[src/pbpl_pkg.sv]
// shared types and constants of the peak locator
package pbpl_pkg;
    localparam int ValW = 24;
    localparam int SampW = 10;
    localparam logic [10:0] XMax = 11'd2047;
    localparam logic [14:0] YMax = 15'd24576;
    localparam logic [3:0] SlotLimit = 4'd8;
    localparam logic [1:0] RegNorm = 2'd0;
    localparam logic [1:0] RegRelease = 2'd1;
    localparam logic [1:0] RegAttack = 2'd2;
    localparam logic [1:0] RegMaxBlobs = 2'd3;
    localparam logic OpCalibrate = 1'b0;
    localparam logic OpMeasure = 1'b1;
    // ceil(2^29 / 3), exact floor(n / 3) for n below 2^29
    localparam logic [27:0] Recip3 = 28'hAAAAAAB;

    typedef struct packed {
        logic        operation;
        logic [9:0]  row0_sample;
        logic [9:0]  row1_sample;
        logic        last_bar;
    } t_in_item;

    typedef struct packed {
        logic [2:0]  blob_slot;
        logic [10:0] x_position;
        logic [14:0] y_ratio;
        logic [23:0] z_pressure;
    } t_out_item;

    typedef struct packed {
        logic [1:0]  index;
        logic [23:0] data;
    } t_cfg_item;

    // queue entry between front and back
    typedef struct packed {
        logic        measure;
        logic        frame_end;
        logic [3:0]  bar;
        logic [9:0]  d0;
        logic [9:0]  d1;
    } t_task;
endpackage

[src/pbpl_if.sv]
// valid/ready channel interface
interface pbpl_if #(parameter type t_payload = logic) ();
    logic     valid;
    logic     ready;
    t_payload data;
    modport source (output valid, output data, input ready);
    modport sink (input valid, input data, output ready);
endinterface

[src/pbpl_div.sv]
// shared restoring divider, one quotient bit a cycle
module pbpl_div (
    input  logic        i_clk,
    input  logic        i_rst_n,
    input  logic        i_start,
    input  logic [39:0] i_num,
    input  logic [39:0] i_den,
    output logic        o_done,
    output logic [39:0] o_quo
);
    logic [39:0] r_rem, r_quo, r_den;
    logic [5:0]  r_cnt;
    logic        r_run;
    logic [40:0] w_sh;
    assign w_sh = {r_rem, r_quo[39]};
    assign o_quo = r_quo;
    always_ff @(posedge i_clk) begin
        if (!i_rst_n) begin
            r_run <= 1'b0;
            o_done <= 1'b0;
            r_cnt <= '0;
        end else begin
            o_done <= 1'b0;
            if (i_start) begin
                r_run <= 1'b1;
                r_rem <= '0;
                r_quo <= i_num;
                r_den <= i_den;
                r_cnt <= 6'd40;
            end else if (r_run) begin
                if (w_sh >= {1'b0, r_den}) begin
                    r_rem <= 40'(w_sh - {1'b0, r_den});
                    r_quo <= {r_quo[38:0], 1'b1};
                end else begin
                    r_rem <= w_sh[39:0];
                    r_quo <= {r_quo[38:0], 1'b0};
                end
                r_cnt <= r_cnt - 6'd1;
                if (r_cnt == 6'd1) begin
                    r_run <= 1'b0;
                    o_done <= 1'b1;
                end
            end
        end
    end
endmodule

[src/pbpl_back.sv]
// back: normalization, peak window and interpolation
module pbpl_back (
    input  logic            i_clk,
    input  logic            i_rst_n,
    input  logic            i_q_valid,
    input  pbpl_pkg::t_task i_q_data,
    output logic            o_q_ready,
    input  logic [9:0]      i_norm,
    input  logic [23:0]     i_release,
    input  logic [23:0]     i_attack,
    input  logic [3:0]      i_max_blobs,
    pbpl_if.source          out_ch
);
    typedef enum logic [3:0] {
        S_IDLE, S_V0, S_V1, S_PEAK, S_Z, S_X, S_Y, S_OUT, S_SHIFT
    } t_state;
    t_state r_state;
    pbpl_pkg::t_task r_t;
    logic [23:0] r_v0, r_v1, r_p0, r_p1, r_q0, r_q1;
    logic [3:0]  r_peaks;
    logic [25:0] r_a, r_b, r_c, r_row0;
    logic [23:0] r_z;
    logic [14:0] r_y;
    logic        r_neg;
    logic [7:0]  r_mag;
    logic        r_ov;
    pbpl_pkg::t_out_item r_out;
    logic        r_ostart;
    logic [39:0] r_num, r_den;
    logic        w_done;
    logic [39:0] w_quo;
    logic [23:0] w_val;
    logic [3:0]  w_lim;
    logic [11:0] w_x;
    logic [26:0] w_sum;
    logic [53:0] w_prod;

    pbpl_div u_div (.i_clk(i_clk), .i_rst_n(i_rst_n), .i_start(r_ostart),
        .i_num(r_num), .i_den(r_den), .o_done(w_done), .o_quo(w_quo));

    assign w_val = (w_quo > 40'hFFFFFF) ? 24'hFFFFFF :
        ((w_quo[23:0] < i_release) ? 24'd0 : w_quo[23:0]);
    assign w_lim = i_max_blobs > pbpl_pkg::SlotLimit ? pbpl_pkg::SlotLimit : i_max_blobs;
    assign w_x = r_neg ? ({r_t.bar - 4'd1, 8'd0} - {4'd0, r_mag})
                       : ({r_t.bar - 4'd1, 8'd0} + {4'd0, r_mag});
    // mean over six: halve, then divide by three by reciprocal multiply
    assign w_sum = 27'(r_a) + 27'(r_b) + 27'(r_c);
    assign w_prod = w_sum[26:1] * pbpl_pkg::Recip3;
    assign o_q_ready = r_state == S_IDLE;
    assign out_ch.valid = r_ov;
    assign out_ch.data = r_out;

    always_ff @(posedge i_clk) begin
        if (!i_rst_n) begin
            r_state <= S_IDLE;
            r_ov <= 1'b0;
            r_ostart <= 1'b0;
            r_peaks <= '0;
            r_p0 <= '0; r_p1 <= '0; r_q0 <= '0; r_q1 <= '0;
        end else begin
            r_ostart <= 1'b0;
            if (r_ov && out_ch.ready) r_ov <= 1'b0;
            unique case (r_state)
                S_IDLE: if (i_q_valid) begin
                    r_t <= i_q_data;
                    r_v0 <= '0; r_v1 <= '0;
                    if (i_q_data.measure) begin
                        r_num <= {16'd0, i_q_data.d0, 14'd0};
                        r_den <= {30'd0, i_norm == 10'd0 ? 10'd1 : i_norm};
                        r_ostart <= 1'b1;
                        r_state <= S_V0;
                    end else begin
                        r_state <= S_SHIFT;
                    end
                end
                S_V0: if (w_done) begin
                    r_v0 <= w_val;
                    r_num <= {16'd0, r_t.d1, 14'd0};
                    r_ostart <= 1'b1;
                    r_state <= S_V1;
                end
                S_V1: if (w_done) begin
                    r_v1 <= w_val;
                    r_a <= 26'(r_q0) + 26'(r_q1);
                    r_b <= 26'(r_p0) + 26'(r_p1);
                    r_c <= 26'(r_v0) + 26'(w_val);
                    r_row0 <= 26'(r_q0) + 26'(r_p0) + 26'(r_v0);
                    r_state <= S_PEAK;
                end
                S_PEAK: begin
                    if (r_t.bar >= 4'd2 && r_a < r_b && r_b > r_c
                        && r_peaks < w_lim) begin
                        r_z <= w_prod[52:29];
                        r_state <= S_Z;
                    end else begin
                        r_state <= S_SHIFT;
                    end
                end
                S_Z: begin
                    if (r_z > i_attack) begin
                        r_neg <= r_c < r_a;
                        r_num <= {7'd0, (r_c >= r_a ? r_c - r_a : r_a - r_c), 7'd0};
                        r_den <= 40'(r_b - r_a) + 40'(r_b - r_c);
                        r_ostart <= 1'b1;
                        r_state <= S_X;
                    end else begin
                        r_state <= S_SHIFT;
                    end
                end
                S_X: if (w_done) begin
                    r_mag <= w_quo[7:0];
                    r_num <= {2'd0, r_row0, 12'd0};
                    r_den <= {16'd0, r_z};
                    r_ostart <= 1'b1;
                    r_state <= S_Y;
                end
                S_Y: if (w_done) begin
                    r_y <= w_quo > 40'(pbpl_pkg::YMax) ? pbpl_pkg::YMax : w_quo[14:0];
                    r_state <= S_OUT;
                end
                S_OUT: if (!r_ov) begin
                    r_out.blob_slot <= r_peaks[2:0];
                    r_out.x_position <= w_x[11] ? pbpl_pkg::XMax : w_x[10:0];
                    r_out.y_ratio <= r_y;
                    r_out.z_pressure <= r_z;
                    r_ov <= 1'b1;
                    r_peaks <= r_peaks + 4'd1;
                    r_state <= S_SHIFT;
                end
                S_SHIFT: begin
                    r_q0 <= r_p0; r_q1 <= r_p1;
                    r_p0 <= r_v0; r_p1 <= r_v1;
                    if (r_t.frame_end) r_peaks <= '0;
                    r_state <= S_IDLE;
                end
                default: r_state <= S_IDLE;
            endcase
        end
    end
endmodule

[src/flat_wrapper.sv]
// flat-port wrapper written by rule: the top's interface ports become plain ports
module pbpl_back_flat 
  (i_clk, i_rst_n, i_q_valid, i_q_data, o_q_ready, i_norm, i_release, i_attack, i_max_blobs, out_ch_valid, out_ch_data, out_ch_ready);
  pbpl_if out_ch_i ();
  input  logic i_clk;
  input  logic i_rst_n;
  input  logic i_q_valid;
  input  pbpl_pkg::t_task i_q_data;
  output logic o_q_ready;
  input  logic [9:0] i_norm;
  input  logic [23:0] i_release;
  input  logic [23:0] i_attack;
  input  logic [3:0] i_max_blobs;
  output wire logic [$bits(out_ch_i.valid)-1:0] out_ch_valid;
  output wire logic [$bits(out_ch_i.data)-1:0] out_ch_data;
  input wire logic [$bits(out_ch_i.ready)-1:0] out_ch_ready;
  assign out_ch_valid = out_ch_i.valid;
  assign out_ch_data = out_ch_i.data;
  assign out_ch_i.ready = out_ch_ready;
  pbpl_back u_core (.i_clk(i_clk), .i_rst_n(i_rst_n), .i_q_valid(i_q_valid), .i_q_data(i_q_data), .o_q_ready(o_q_ready), .i_norm(i_norm), .i_release(i_release), .i_attack(i_attack), .i_max_blobs(i_max_blobs), .out_ch(out_ch_i));
endmodule
[config.mk]
export PLATFORM = sky130hd
export DESIGN_NAME = pbpl_back_flat
export DESIGN_NICKNAME = d
export VERILOG_FILES = /design/src/pbpl_pkg.sv /design/src/pbpl_if.sv /design/src/pbpl_div.sv /design/src/pbpl_back.sv /design/src/flat_wrapper.sv
export SDC_FILE = /design/constraint.sdc
export NUM_CORES = 2
export LEC_CHECK = 0
export BUFFER_PORTS_ARGS = -buffer_cell sky130_fd_sc_hd__buf_2
export CORE_ASPECT_RATIO = 2
export CORE_MARGIN = 4
export CORE_UTILIZATION = 55
export CTS_CLUSTER_SIZE = 25
export DETAILED_ROUTE_END_ITERATION = 8
export HOLD_SLACK_MARGIN = 0.05
export PLACE_DENSITY = 0.77
export SETUP_SLACK_MARGIN = 0.1
export SLEW_MARGIN = 20
export SYNTH_ARGS = -nofsm -noshare
export SYNTH_HDL_FRONTEND = slang
export SYNTH_SLANG_ARGS = --single-unit
[constraint.sdc]
create_clock -name i_clk -period 41.7 [get_ports i_clk]
set_clock_uncertainty 0.15 [all_clocks]
set_input_delay 8.34 -clock i_clk [delete_from_list [all_inputs] [get_ports i_clk]]
set_output_delay 8.34 -clock i_clk [all_outputs]
set_load 0.01 [all_outputs]
==> reports/qor.csv <==
metric,value,unit
max-slew violation count,0,
power after layout,0.001119,W
ANT nets after route,0,
Tmin final,14.29,ns
post-DP HPWL,104.9,mm
Setup TNS Final,0,ns
clock buffer depth,3,
number of remaining DRC errors,0,
"EDFF count, synth",379,
Initial DRC Count,2136,
Post-synth top cells,"inv_1, ha_1, edfxtp_1",
num rows,144,
outcome,"finished, final reports clean",
Final Cycle Share,0.3426,
register area,0.01367,mm2
crit start category,primary input,
fmax,69.99,MHz
initial antenna violation count,2,
Area growth syn-to-layout,7.475,%
Core Footprint,0.07729,mm2
Worst IR Drop VDD,0.03615,mV
WL per Instance,22.79,um
Synth Instances,4454,
Layout Utilization,0.5979,
multi-input logic area,0.02687,mm2
final WL,126.9,mm
drt pass-1 iters,6,
TritonCTS buffer count,45,
number of inserted diodes,0,
Die ar.,0.08299,mm2
Buffers on Ports,93,
dominant cell type by area after synthesis,edfxtp_1,
"Data arrival, critical path",14.48,ns
"Seq/Total Area, Yosys",0.3177,
Hold Fails Final Rpt,0,
Syn Std Cell Area,0.04300,mm2
critical setup path kind,primary input to register,
nets,5391,
Die Wd,205.7,um
critical path required time,41.89,ns
top cell type's share of synthesized area,0.2647,
IO Pins,95,
Post-Syn Area per Cell,9.654,um2
post-CTS setup repair buffer count,0,
first-pass GRT wire length,191.8,mm
CP Capture Type,register,
RSZ-0062 raised after global routing,false,
CTS tree,done,
placed cell area,0.04463,mm2
crit path max fanout,24,
Total GRT Usage,0.3035,
slew of the pin with the lowest slew margin,1.168,ns
fillcell total,6541,
latest clock arrival within the worst-skew pair,0.61,ns
syn nets,5332,
worst min path class,register to register,
hold_buf cts,0,
Synth Register Bits,493,
vias in the first global route,34250,
distinct cell type count after synthesis,92,
share of cells above drive strength 1,0.06507,
initial core utilization,0.5563,
Worst slew margin,0.2130,
Resized cells post-CTS,0,
ys flop type,edfxtp_1,
Max Cap Violations,0,
pin count of the biggest net entering global routing,94,
synth warn,0,
clk sink count,493,
Root Driver,clkbuf_16,
Async SR Flop Fraction,0,
GP Congestion,1.009,
Pwr Density,24.22,mW/mm2
"Design Area, Final",0.04621,mm2
GRT overflow,0,
Worst-path clk slew,0.07,ns
vias,33090,
H-tree levels,2,
Setup-failing EPs final,0,
vias per cell,5.939,
die height,403.4,um
Pleak,20.93,nW
largest cells by area after synthesis,"edfxtp_1, ha_1, fa_1",
top-count cell post-synth,inv_1,
## path summary, 6_finish.rpt
path	startpoint	cells after the start	to	slack, ns
worst max-delay path	i_release[1]	27	u_core.r_c[22]$_DFFE_PP_	27.41
worst min-delay path	u_core.r_den[9]$_DFFE_PP_	0	u_core.u_div.r_den[9]$_DFFE_PP_	0.25
worst max register to register	u_core.r_b[1]$_DFFE_PP_	37	u_core.r_z[22]$_DFFE_PP_	30.29
worst min register to register	u_core.r_den[9]$_DFFE_PP_	0	u_core.u_div.r_den[9]$_DFFE_PP_	0.25
## power breakdown
group | switching [W] | internal [W] | total [W]
Sequential | 0.0000101 | 0.000546 | 0.000556
Combinational | 0.0000690 | 0.0000458 | 0.000115
Clock | 0.000198 | 0.000250 | 0.000448
Total | 0.000278 | 0.000842 | 0.00112
## state kept, by name, indices dropped and copies added (netlist names), 6 cells and up
name / flops
u_core.u_div.r_rem: 40
u_core.r_z: 24
u_core.u_div.r_den: 40
u_core.r_p1: 24
u_core.r_b: 25
u_core.r_t: 14
u_core.r_a: 25
u_core.r_v0: 24
u_core.r_v1: 24
u_core.u_div.o_quo: 40
u_core.r_row0: 26
u_core.r_q1: 24
u_core.r_num: 31
u_core.r_den: 40
u_core.r_p0: 24
u_core.r_q0: 24
u_core.u_div.r_cnt: 6
u_core.r_c: 25
## logic make-up after synthesis
family	synth area share
flops	0.3177
buf+inv	0.06012
mux	0.01705
compound gates	0.1655
simple gates	0.1171
fa+ha+maj	0.2678
xor+xnor	0.05459
## per-stage QoR
stage	setup WS, ns	instances	hold slack, ns
after detailed placement	26.98	5488	0.2545
after global routing	27.17	5571	0.2671
after floorplan	22.36	4454	0.2503
after global placement	27.00	5488	0.2500
final	27.41	5571	0.2533
after CTS	27.56	5571	0.2519
## cell type report
type                            instances  share of cell area
Multi-Input combinational cell       3282              0.5815
Sequential cell                       493              0.2957
Timing Repair Buffer                  121             0.01462
Clock inverter                         32            0.008907
Inverter                              570             0.04630
Tap cell                             1022             0.02767
Clock buffer                           51             0.02529
## metal layers
| metal | wire length (um) | global-route usage |
|---|---|---|
| met1 | 40550 | 0.2872 |
| met2 | 67330 | 0.5646 |
| met3 | 4758 | 0.03258 |
| met4 | 14280 | 0.2663 |
| met5 | 27 | 0 |
## cell usage in the layout (no fill, tap or decap), types with 57 or more instances in the layout
cell and n:
inv_1 570, ha_1 562, edfxtp_1 379, nor2_1 361, nand2_1 358, a21oi_1 262, fa_1 224, xnor2_1 184
o21ai_0 173, a21o_1 160, dfxtp_1 113, a21boi_0 108, buf_2 93, xor2_1 84, nor3_1 68, nand2b_1 57
## critical path, stage by stage
cell and delay [ns]:
buf_2 0.07, inv_1 0.05, ha_1 0.29, a21o_1 0.15, a21o_1 0.16, a21o_1 0.17, a21o_1 0.17, a21o_1 0.18
a21o_1 0.17, a21oi_1 0.15, o31ai_1 0.21, a21boi_1 0.23, buf_4 0.38, nor2_1 0.10, ha_1 0.26, fa_1 0.40
a21oi_1 0.16, o21bai_1 0.11, a21oi_1 0.25, o21ai_0 0.21, a31oi_1 0.51, o21ai_0 0.30, a2111oi_0 0.68, o41a_1 0.37
o21bai_1 0.09, a21oi_1 0.17, xnor2_1 0.10
(Power assumes the default switching activity.)
