File: src/pbpl_pkg.sv
// shared types and constants of the peak locator
package pbpl_pkg;
    localparam int ValW = 24;
    localparam int SampW = 10;
    localparam logic [10:0] XMax = 11'd2047;
    localparam logic [14:0] YMax = 15'd24576;
    localparam logic [3:0] SlotLimit = 4'd8;
    localparam logic [1:0] RegNorm = 2'd0;
    localparam logic [1:0] RegRelease = 2'd1;
    localparam logic [1:0] RegAttack = 2'd2;
    localparam logic [1:0] RegMaxBlobs = 2'd3;
    localparam logic OpCalibrate = 1'b0;
    localparam logic OpMeasure = 1'b1;
    // ceil(2^29 / 3), exact floor(n / 3) for n below 2^29
    localparam logic [27:0] Recip3 = 28'hAAAAAAB;

    typedef struct packed {
        logic        operation;
        logic [9:0]  row0_sample;
        logic [9:0]  row1_sample;
        logic        last_bar;
    } t_in_item;

    typedef struct packed {
        logic [2:0]  blob_slot;
        logic [10:0] x_position;
        logic [14:0] y_ratio;
        logic [23:0] z_pressure;
    } t_out_item;

    typedef struct packed {
        logic [1:0]  index;
        logic [23:0] data;
    } t_cfg_item;

    // queue entry between front and back
    typedef struct packed {
        logic        measure;
        logic        frame_end;
        logic [3:0]  bar;
        logic [9:0]  d0;
        logic [9:0]  d1;
    } t_task;
endpackage

File: src/pbpl_queue.sv
// two entry queue between front and back
module pbpl_queue (
    input  logic            i_clk,
    input  logic            i_rst_n,
    input  logic            i_valid,
    input  pbpl_pkg::t_task i_data,
    output logic            o_ready,
    output logic            o_valid,
    output pbpl_pkg::t_task o_data,
    input  logic            i_ready
);
    pbpl_pkg::t_task r_mem [2];
    logic       r_wp, r_rp;
    logic [1:0] r_cnt;
    logic       w_push, w_pop;
    assign o_ready = r_cnt != 2'd2;
    assign o_valid = r_cnt != 2'd0;
    assign o_data = r_mem[r_rp];
    assign w_push = i_valid && o_ready;
    assign w_pop = o_valid && i_ready;
    always_ff @(posedge i_clk) begin
        if (w_push) begin
            r_mem[r_wp] <= i_data;
        end
        if (!i_rst_n) begin
            r_wp <= 1'b0;
            r_rp <= 1'b0;
            r_cnt <= '0;
        end else begin
            if (w_push) r_wp <= !r_wp;
            if (w_pop) r_rp <= !r_rp;
            r_cnt <= r_cnt + 2'(w_push) - 2'(w_pop);
        end
    end
endmodule

File: config.mk
export PLATFORM = sky130hd
export DESIGN_NAME = pbpl_queue
export DESIGN_NICKNAME = d
export VERILOG_FILES = /design/src/pbpl_pkg.sv /design/src/pbpl_queue.sv
export SDC_FILE = /design/constraint.sdc
export NUM_CORES = 1
export LEC_CHECK = 0
export BUFFER_PORTS_ARGS = -buffer_cell sky130_fd_sc_hd__clkbuf_2
export CAP_MARGIN = 20
export CORE_ASPECT_RATIO = 1.75
export CORE_MARGIN = 2
export CORE_UTILIZATION = 55
export CTS_BUF_LIST = sky130_fd_sc_hd__clkbuf_16
export CTS_CLUSTER_DIAMETER = 60
export CTS_CLUSTER_SIZE = 20
export DETAILED_ROUTE_END_ITERATION = 8
export PLACE_DENSITY = 0.83
export SYNTH_ARGS = -nofsm -noshare
export SYNTH_HDL_FRONTEND = slang
export SYNTH_SLANG_ARGS = --single-unit
File: constraint.sdc
create_clock -name i_clk -period 2.9 [get_ports i_clk]
set_input_delay 0.435 -clock i_clk [delete_from_list [all_inputs] [get_ports i_clk]]
set_output_delay 0.435 -clock i_clk [all_outputs]
set_load 0.01 [all_outputs]
==> flow_summary.ini, run 1 <==
[setup_path]
max_stage_delay_ns = 0.62
worstSetupPathType = reg2out
worstSetupStartpointType = flop
critPathCaptureType = output pin
crit_arrival_ns = 1.77
timing.critical_path.fanout_max = 16
crit_slowest_cell = dfxtp_1
cp_cell_sequence = buf_4, mux2_1, clkbuf_2
required_time_of_the_critical_path_ns = 2.47

[grt]
grt_pass1_wl_um = 5780
grt_use_total_pct = 18.8
first_global_vias = 1252
maximum_number_of_pins_on_one_net_before_global_route_repair = 27
grt_overflow = 0
grt_antenna_before_repair = 0

[floorplan]
floorplan.core_area_um2 = 3790
design.portCount = 58
die-height_um = 86.6
start_util_pct = 56.6
dieWidth_um = 51.2
floorplan.rows = 30
die_area_um2 = 4430

[clock_tree]
cts.htree.levels = 3
clock-sinks = 57
cts_hold_buffers = 0
root_cell_of_the_clock_tree = clkbuf_16
clk_latency_ns = 0.31
cts.repair_timing.setup_buffer_count = 0
max_clock_buf_depth = 2
clkSlewWorstSetupHoldPaths_ns = 0.05
cts_resized = 0
numCtsBuffers = 9
tritoncts_clock_tree = done

[sta]
grt_setup_unrepaired = false
fin_worst_hold_slack_ns = 0.313
final_setup_skew_ns = 0.00551
timing_max_transition_violations_final = 0
f_max_mhz = 454
final_min_period_over_clock_period_pct = 76.0
finalHoldViolations = 0
worst_slew_pin_slew_ns = 0.483
finalWorstPathRequiredPeriod_ns = 2.20
setup_viol = 0
tns_ns = 0
slew-limit-headroom_pct = 67.7

[logic_synthesis]
synthesis.area_um2 = 2140
synth.net_count = 142
syn-mean-instance-area_um2 = 19.3
netlist_instances = 111
ys_types = 25
synth_seq_area_share_pct = 77.5
synthesis.yosys.warnings = 0
ys_ff_latch = 57

[detailed_routing]
detail_route.vias_per_cell = 5.10
wl_per_cell_um = 15.9
first_pass_iters = 4
drt_iter0_markers = 22
ant_nets = 0
drt_wl_total_um = 3670
drcViolationCount = 0
num_vias = 1178

[run]
drv_cap = 0

[final_layout]
antenna-diode-count = 0
sequential_cell_area_um2 = 1660
syn2layout_area_growth_pct = 27.8
fill_cell_instance_count_of_the_final_layout = 248
layout.nets = 210
drive_gt1_share_pct = 39.3
multi_input_area_um2 = 455

[place]
numPortBuffers = 57
detailedPlacementHpwl_um = 2530
gpl.final_weighted_congestion = 0.676

[worst_hold_path]
hp-class = in2reg

[run_status]
run_status = completed

[pwr]
powerDensity_nw_per_um2 = 841
worst_ir_drop_vdd_uv = 678
static-leakage-power_nw = 1.10
[cells in the mapped netlist]
cell type / instances / share of area, %
edfxtp_1: 52 / 73
mux2_1: 26 / 14
dfxtp_1: 5 / 4.7
nor2_1: 4 / 0.70
and3_1: 2 / 0.58
buf_4: 2 / 0.70
inv_1: 2 / 0.35
a21bo_1: 1 / 0.47
a21oi_1: 1 / 0.23
and2_1: 1 / 0.29
buf_2: 1 / 0.23
ha_1: 1 / 0.58
nand2b_1: 1 / 0.29
nand3_1: 1 / 0.23
nand3b_1: 1 / 0.35
nor2b_1: 1 / 0.29
nor3_2: 1 / 0.47
nor4_1: 1 / 0.29
nor4bb_2: 1 / 0.76
o21ai_0: 1 / 0.23
o21ai_1: 1 / 0.23
o21ba_1: 1 / 0.47
o31a_1: 1 / 0.41
or2_1: 1 / 0.29
xor2_1: 1 / 0.41
[layout make-up]
class / instances / area share [%]
multi-input cells: 49 / 16.6
clock inverters: 6 / 0.867
well taps: 48 / 2.19
flip-flops and latches: 57 / 60.6
repair buffers: 60 / 11.2
clock buffers: 9 / 8.22
inverters: 2 / 0.274
[layer usage]
metal | up-vias | routed length [µm] | global-route usage (%)
met4 | 0 | 78 | 10.6
met1 | 567 | 1380 | 19.6
met3 | 7 | 172 | 7.76
li1 | 566 | - | -
met5 | - | 0 | 0
met2 | 38 | 2040 | 31.3
[through the flow]
step / utilization [%] / power, mW / setup WS, ns / area [µm²] / cells
5_1_grt: 72.3 / 2.41 / 0.581 / 2740 / 231
3_3_place_gp: 65.7 / 1.45 / 1.09 / 2490 / 216
4_1_cts: 72.3 / 2.33 / 0.653 / 2740 / 231
6_report: 72.3 / 2.30 / 0.696 / 2740 / 231
3_5_place_dp: 65.7 / 1.48 / 1.02 / 2490 / 216
2_1_floorplan: - / 1.31 / 1.18 / 2140 / 111
[cells in the final DEF (no fill, tap or decap), types with 2 or more instances in the layout]
| cell type | n |
|---|---|
| and3_1 | 2 |
| clkbuf_16 | 9 |
| nor2_1 | 4 |
| mux2_1 | 26 |
| buf_4 | 3 |
| inv_1 | 6 |
| edfxtp_1 | 52 |
| clkbuf_2 | 57 |
| dfxtp_1 | 5 |
[worst max-delay path, delay by kind of cell, from the launching register on]
| family | cells | cell delay, ns |
|---|---|---|
| multiplexers | 1 | 0.37 |
| flip-flops | 1 | 0.62 |
| buffers and inverters | 2 | 0.47 |
[sequential cells by signal (all words and copies together), names as in the netlist, named ones only]
register / flops
r_cnt: 2
r_mem: 52
r_rp: 1
r_wp: 1
[worst paths after layout]
kind	start	to	slack, ns	cells past startpoint
max	flop	o_data[10]	0.70	3
max reg2reg	r_cnt[1]	r_cnt[1]	1.24	6
min	i_data[15]	r_mem[0][15]	0.31	1
min reg2reg	r_rp	flop	0.57	2
[where the power goes]
part           switching (mW)  internal (mW)  total (mW)
logic                   0.216          0.189       0.405
registers              0.0497           1.00        1.05
clock network           0.297          0.551       0.848
total                   0.563           1.74        2.30
[cell families after synthesis]
family | after synthesis | share of synthesized area [%]
simple gates | 15 | 4.55
fa+ha+maj | 1 | 0.583
flops | 57 | 77.5
xor+xnor | 1 | 0.408
mux | 26 | 13.7
compound gates | 6 | 2.04
buf+inv | 5 | 1.28
Note: power is estimated with default switching activity, not from simulation.
==> inputs of run 2 (changes only) <==
--- a/config.mk
+++ b/config.mk
@@ -5,16 +5,17 @@
 export SDC_FILE = /design/constraint.sdc
 export NUM_CORES = 1
 export LEC_CHECK = 0
+export ABC_AREA = 1
 export BUFFER_PORTS_ARGS = -buffer_cell sky130_fd_sc_hd__clkbuf_2
 export CAP_MARGIN = 20
 export CORE_ASPECT_RATIO = 1.75
 export CORE_MARGIN = 2
-export CORE_UTILIZATION = 55
+export CORE_UTILIZATION = 46
 export CTS_BUF_LIST = sky130_fd_sc_hd__clkbuf_16
 export CTS_CLUSTER_DIAMETER = 60
 export CTS_CLUSTER_SIZE = 20
 export DETAILED_ROUTE_END_ITERATION = 8
-export PLACE_DENSITY = 0.83
+export PLACE_DENSITY = 0.74
 export SYNTH_ARGS = -nofsm -noshare
 export SYNTH_HDL_FRONTEND = slang
 export SYNTH_SLANG_ARGS = --single-unit
==> constraint.sdc (replaced) <==
create_clock -name i_clk -period 2 [get_ports i_clk]
set_input_delay 0.3 -clock i_clk [delete_from_list [all_inputs] [get_ports i_clk]]
set_output_delay 0.3 -clock i_clk [all_outputs]
set_load 0.01 [all_outputs]
==> flow_summary.ini, run 2 <==
[sta]
slew-limit-headroom_pct = 77.0
finalHoldViolations = 0
finalWorstPathRequiredPeriod_ns = 1.76
final_min_period_over_clock_period_pct = 88.2
setup_viol = 0
final_setup_skew_ns = 0.00425
tns_ns = 0
grt_setup_unrepaired = false
worst_slew_pin_slew_ns = 0.345
f_max_mhz = 567
timing_max_transition_violations_final = 0

[final_layout]
mostFrequentLayoutCells = clkbuf_2 (57), edfxtp_1 (52), mux2_4 (20)
largest_register = r_mem
antenna-diode-count = 0
top_regs = r_mem (52), r_cnt (2)
largest_register_ff_count = 52
final_common_cell = clkbuf_2
syn2layout_area_growth_pct = 26.7
layout.nets = 217
drive_gt1_share_pct = 52.4

[clock_tree]
clock-sinks = 57
root_cell_of_the_clock_tree = clkbuf_16
cts_hold_buffers = 0
tritoncts_clock_tree = done
numCtsBuffers = 9
max_clock_buf_depth = 2
cts.repair_timing.setup_buffer_count = 0
cts_resized = 0
clkSlewWorstSetupHoldPaths_ns = 0.04
clk_latency_ns = 0.31
cts.htree.levels = 3

[setup_path]
ff2ff_setup_slack_ns = 0.42
critPathCaptureType = output pin
worstSetupStartpointType = flop
crit_arrival_ns = 1.46
required_time_of_the_critical_path_ns = 1.70
timing.critical_path.fanout_max = 23
worstSetupPathType = reg2out

[detailed_routing]
wl_per_cell_um = 14.4
first_pass_iters = 4
detail_route.wirelength.met1_um = 1190
dr.max_layer_used = met4
drt_iter0_markers = 27
dr_wl_met2_um = 2030
detail_route.vias_per_cell = 4.75
drt_wl_total_um = 3470
routed-wl-met3_um = 180
drcViolationCount = 0
ant_nets = 0
num_vias = 1144

[floorplan]
dieWidth_um = 56.5
floorplan.core_area_um2 = 4670
floorplan.rows = 33
die_area_um2 = 5410
die-height_um = 95.8
start_util_pct = 47.5
design.portCount = 58

[logic_synthesis]
synthesis.yosys.warnings = 0
synthDominantAreaCellType = edfxtp_1
ys_types = 14
yosys-top-cells-area = edfxtp_1 (70%), mux2_4 (14%), dfxtp_1 (4.5%), mux2_2 (3.0%), nand2_1 (1.9%)
post-synth-top-count-cell = edfxtp_1
synth_seq_area_share_pct = 75.0
top_post_synthesis_cells_by_count = edfxtp_1 (52), mux2_4 (20), nand2_1 (11), nor2_1 (8), inv_1 (7)
async_reset_ff_share_pct = 0
syn-mean-instance-area_um2 = 18.9
netlist_instances = 117
synth.top_cell.area_share_pct = 70.5
synthesis.area_um2 = 2220
ys_ff_latch = 57
ys_dominant_reg_cell = edfxtp_1
synth.net_count = 148
synth_enable_flop_cells = 52

[grt]
maximum_number_of_pins_on_one_net_before_global_route_repair = 28
grt_use_total_pct = 13.8
first_global_vias = 1244
grt_antenna_before_repair = 0
grt_pass1_wl_um = 5350
grt_overflow = 0

[run_status]
run_status = completed

[pwr]
clockPowerShare_pct = 32.2
power_switching_mw = 0.967
finalPower_mw = 3.75
p_sw_share_pct = 25.8
worst_ir_drop_vdd_uv = 924
seqPwrFrac_pct = 42.5
power_frac_comb_pct = 25.3
cellInternalPower_mw = 2.79
static-leakage-power_nw = 1.17
powerDensity_nw_per_um2 = 1340

[place]
detailedPlacementHpwl_um = 2440
numPortBuffers = 57
gpl.final_weighted_congestion = 0.694

[run]
drv_cap = 0

[worst_hold_path]
hp-class = in2reg
run 2: cell types whose count changed in the layout (fill, tap and decap cells not counted), sizes merged, moves of 2 or more:
cell   previous run  this run
and3              2         0
inv               6        10
nor2              4         9
nand2             0        11
o21ai             2         0
run 2: final timing paths:
kind              startpoint           to  depth (start not counted)
setup reg to reg    r_cnt[0]     r_cnt[1]                         11
hold reg to reg         r_rp         r_rp                          2
hold / removal     i_data[3]  r_mem[0][3]                          1
setup / recovery        flop    o_data[1]                          3
run 2: critical path, stage by stage (launching register included):
cell and delay [ns]:
dfxtp_1 0.44, buf_12 0.24, mux2_2 0.35, clkbuf_2 0.13
run 2: layout make-up:
type / count / area, µm²
clock buffers: 9 / 225
clock inverters: 5 / 18.8
well taps: 52 / 65.1
repair buffers: 61 / 328
fillers: 356 / 1860
multi-input cells: 50 / 482
inverters: 7 / 26.3
flip-flops and latches: 57 / 1660
run 2: per-layer routing:
layer	vias up	GRT usage (%)
met5	-	0
met4	0	9.52
met3	5	3.76
met2	37	24.9
met1	535	13.2
li1	567	-
run 2: cell families (layout without fill, tap and decap cells):
group           Yosys count  count (layout)  share of synthesized area [%]
compound gates            1               1                          0.226
xor+xnor                  1               1                          0.395
fa+ha+maj                 1               1                          0.565
buf+inv                  10              82                           3.50
flops                    57              57                           75.0
mux                      26              26                           16.6
simple gates             21              21                           3.73
run 2: power groups by stage:
stage	registers, mW	logic [mW]	clock network, mW
6_report	1.59	0.951	1.21
5_1_grt	1.61	1.03	1.27
4_1_cts	1.60	0.967	1.23
3_5_place_dp	1.61	0.964	0
3_3_place_gp	1.59	0.929	0
2_1_floorplan	1.59	0.701	0
run 2: stage by stage:
| stage | hold WS (ns) | cells | utilization [%] | worst slack, ns | instance area (µm²) |
|---|---|---|---|---|---|
| global placement | 0.483 | 227 | 54.9 | 0.581 | 2560 |
| CTS | 0.171 | 241 | 60.2 | 0.211 | 2810 |
| detailed placement | 0.490 | 227 | 54.9 | 0.448 | 2560 |
| global route | 0.174 | 241 | 60.2 | 0.160 | 2810 |
| finish | 0.181 | 241 | 60.2 | 0.236 | 2810 |
| floorplan | 0.393 | 117 | - | 0.224 | 2220 |
==> inputs of run 3 (changes only) <==
--- a/config.mk
+++ b/config.mk
@@ -10,12 +10,12 @@
 export CAP_MARGIN = 20
 export CORE_ASPECT_RATIO = 1.75
 export CORE_MARGIN = 2
-export CORE_UTILIZATION = 46
+export CORE_UTILIZATION = 55
 export CTS_BUF_LIST = sky130_fd_sc_hd__clkbuf_16
 export CTS_CLUSTER_DIAMETER = 60
 export CTS_CLUSTER_SIZE = 20
 export DETAILED_ROUTE_END_ITERATION = 8
-export PLACE_DENSITY = 0.74
+export PLACE_DENSITY = 0.83
 export SYNTH_ARGS = -nofsm -noshare
 export SYNTH_HDL_FRONTEND = slang
 export SYNTH_SLANG_ARGS = --single-unit
==> constraint.sdc (replaced) <==
create_clock -name i_clk -period 2.2 [get_ports i_clk]
set_input_delay 0.33 -clock i_clk [delete_from_list [all_inputs] [get_ports i_clk]]
set_output_delay 0.33 -clock i_clk [all_outputs]
set_load 0.01 [all_outputs]
==> flow_summary.ini, run 3 (synthesis gave the netlist of run 2 again) <==
[run_status]
run_status = completed

[setup_path]
crit_arrival_ns = 1.49
cp_cell_sequence = buf_4, mux2_2, clkbuf_2
worstSetupStartpointType = flop
required_time_of_the_critical_path_ns = 1.87
timing.critical_path.fanout_max = 20
critPathCaptureType = output pin
worstSetupPathType = reg2out
crit_slowest_cell = mux2_2
max_stage_delay_ns = 0.38

[floorplan]
floorplan.core_area_um2 = 3870
start_util_pct = 57.3
dieWidth_um = 52.0
die_area_um2 = 4570
die-height_um = 88.0
floorplan.rows = 30
design.portCount = 58

[place]
numPortBuffers = 57
gpl.final_weighted_congestion = 0.639
detailedPlacementHpwl_um = 2390

[final_layout]
largest_register = r_mem
top_regs = r_mem (52), r_cnt (2)
drive_gt1_share_pct = 53.4
final_core_utilization_pct = 72.8
largest_register_ff_count = 52
fill_cell_instance_count_of_the_final_layout = 247
sequential_cell_area_um2 = 1660
multi_input_area_um2 = 482
final_common_cell = clkbuf_2
antenna-diode-count = 0
layout.nets = 219
syn2layout_area_growth_pct = 27.0
mostFrequentLayoutCells = clkbuf_2 (57), edfxtp_1 (52), mux2_4 (20)

[clock_tree]
tritoncts_clock_tree = done
clkSlewWorstSetupHoldPaths_ns = 0.05
cts.htree.levels = 3
numCtsBuffers = 9
max_clock_buf_depth = 2
root_cell_of_the_clock_tree = clkbuf_16
cts_resized = 0
cts.repair_timing.setup_buffer_count = 0
clock-sinks = 57
cts_hold_buffers = 0
clk_latency_ns = 0.32

[pwr]
power_frac_comb_pct = 25.0
p_sw_share_pct = 26.2
finalPower_mw = 3.44
worst_ir_drop_vdd_uv = 1240
clockPowerShare_pct = 33.1
seqPwrFrac_pct = 41.8
powerDensity_nw_per_um2 = 1220
power_switching_mw = 0.899
cellInternalPower_mw = 2.54
static-leakage-power_nw = 1.18

[grt]
maximum_number_of_pins_on_one_net_before_global_route_repair = 21
grt_overflow = 0
grt_use_total_pct = 16.3
first_global_vias = 1133
grt_antenna_before_repair = 0
grt_pass1_wl_um = 4980

[worst_hold_path]
hp-class = in2reg

[detailed_routing]
drt_iter0_markers = 30
drcViolationCount = 0
first_pass_iters = 6
num_vias = 1141
drt_wl_total_um = 3380
detail_route.vias_per_cell = 4.73
wl_per_cell_um = 14.0
ant_nets = 0

[sta]
final_min_period_over_clock_period_pct = 82.7
fin_worst_hold_slack_ns = 0.197
setup_viol = 0
final_setup_skew_ns = 0.0103
worst_slew_pin_slew_ns = 0.340
tns_ns = 0
slew-limit-headroom_pct = 77.3
finalHoldViolations = 0
f_max_mhz = 550
finalWorstPathRequiredPeriod_ns = 1.82
timing_max_transition_violations_final = 0
grt_setup_unrepaired = false

[run]
drv_cap = 0
run 3: cell types whose count changed in the layout (fill, tap and decap cells not counted), sizes merged:
cell	before	now
buf	4	6
clkinv	2	6
inv	10	8
run 3: final timing paths:
check	start	endpoint	slack [ns]	cells after the start
worst min register to register	r_rp	r_rp	0.52	2
worst min-delay path	i_data[20]	r_mem[1][20]	0.20	1
worst max-delay path	flop	o_data[0]	0.38	3
worst max register to register	r_cnt[0]	r_cnt[1]	0.73	11
run 3: power groups by stage:
stage / Sequential (mW) / Clock (mW) / Combinational [mW]
finish: 1.44 / 1.14 / 0.861
global route: 1.45 / 1.22 / 0.946
CTS: 1.44 / 1.17 / 0.876
detailed placement: 1.46 / 0 / 0.874
global placement: 1.45 / 0 / 0.847
floorplan: 1.44 / 0 / 0.634
run 3: worst max-delay path: cells and delay by family, from the launching register on:
| family | cells | cell delay, ns |
|---|---|---|
| buf+inv | 2 | 0.46 |
| mux | 1 | 0.38 |
| flops | 1 | 0.32 |
run 3: final cells by class:
type / count / area share (%)
repair buffers: 63 / 11.7
multi-input cells: 50 / 17.1
inverters: 7 / 0.934
clock buffers: 9 / 8.00
well taps: 48 / 2.13
flip-flops and latches: 57 / 59.0
clock inverters: 7 / 1.02
run 3: metrics by stage:
| step | worst slack (ns) | area, µm² | std cells |
|---|---|---|---|
| after CTS | 0.357 | 2810 | 241 |
| after detailed placement | 0.710 | 2560 | 225 |
| final | 0.381 | 2810 | 241 |
| after global placement | 0.740 | 2560 | 225 |
| after floorplan | 0.00326 | 2220 | 117 |
| after global routing | 0.315 | 2810 | 241 |
run 3: layer usage:
metal / vias to the layer above / share of wire (%) / global-route usage, %
met3: 7 / 5.7 / 5.63
li1: 573 / - / -
met5: - / 0 / 0
met1: 527 / 35 / 15.2
met2: 34 / 58 / 28.2
met4: 0 / 2.1 / 12.2
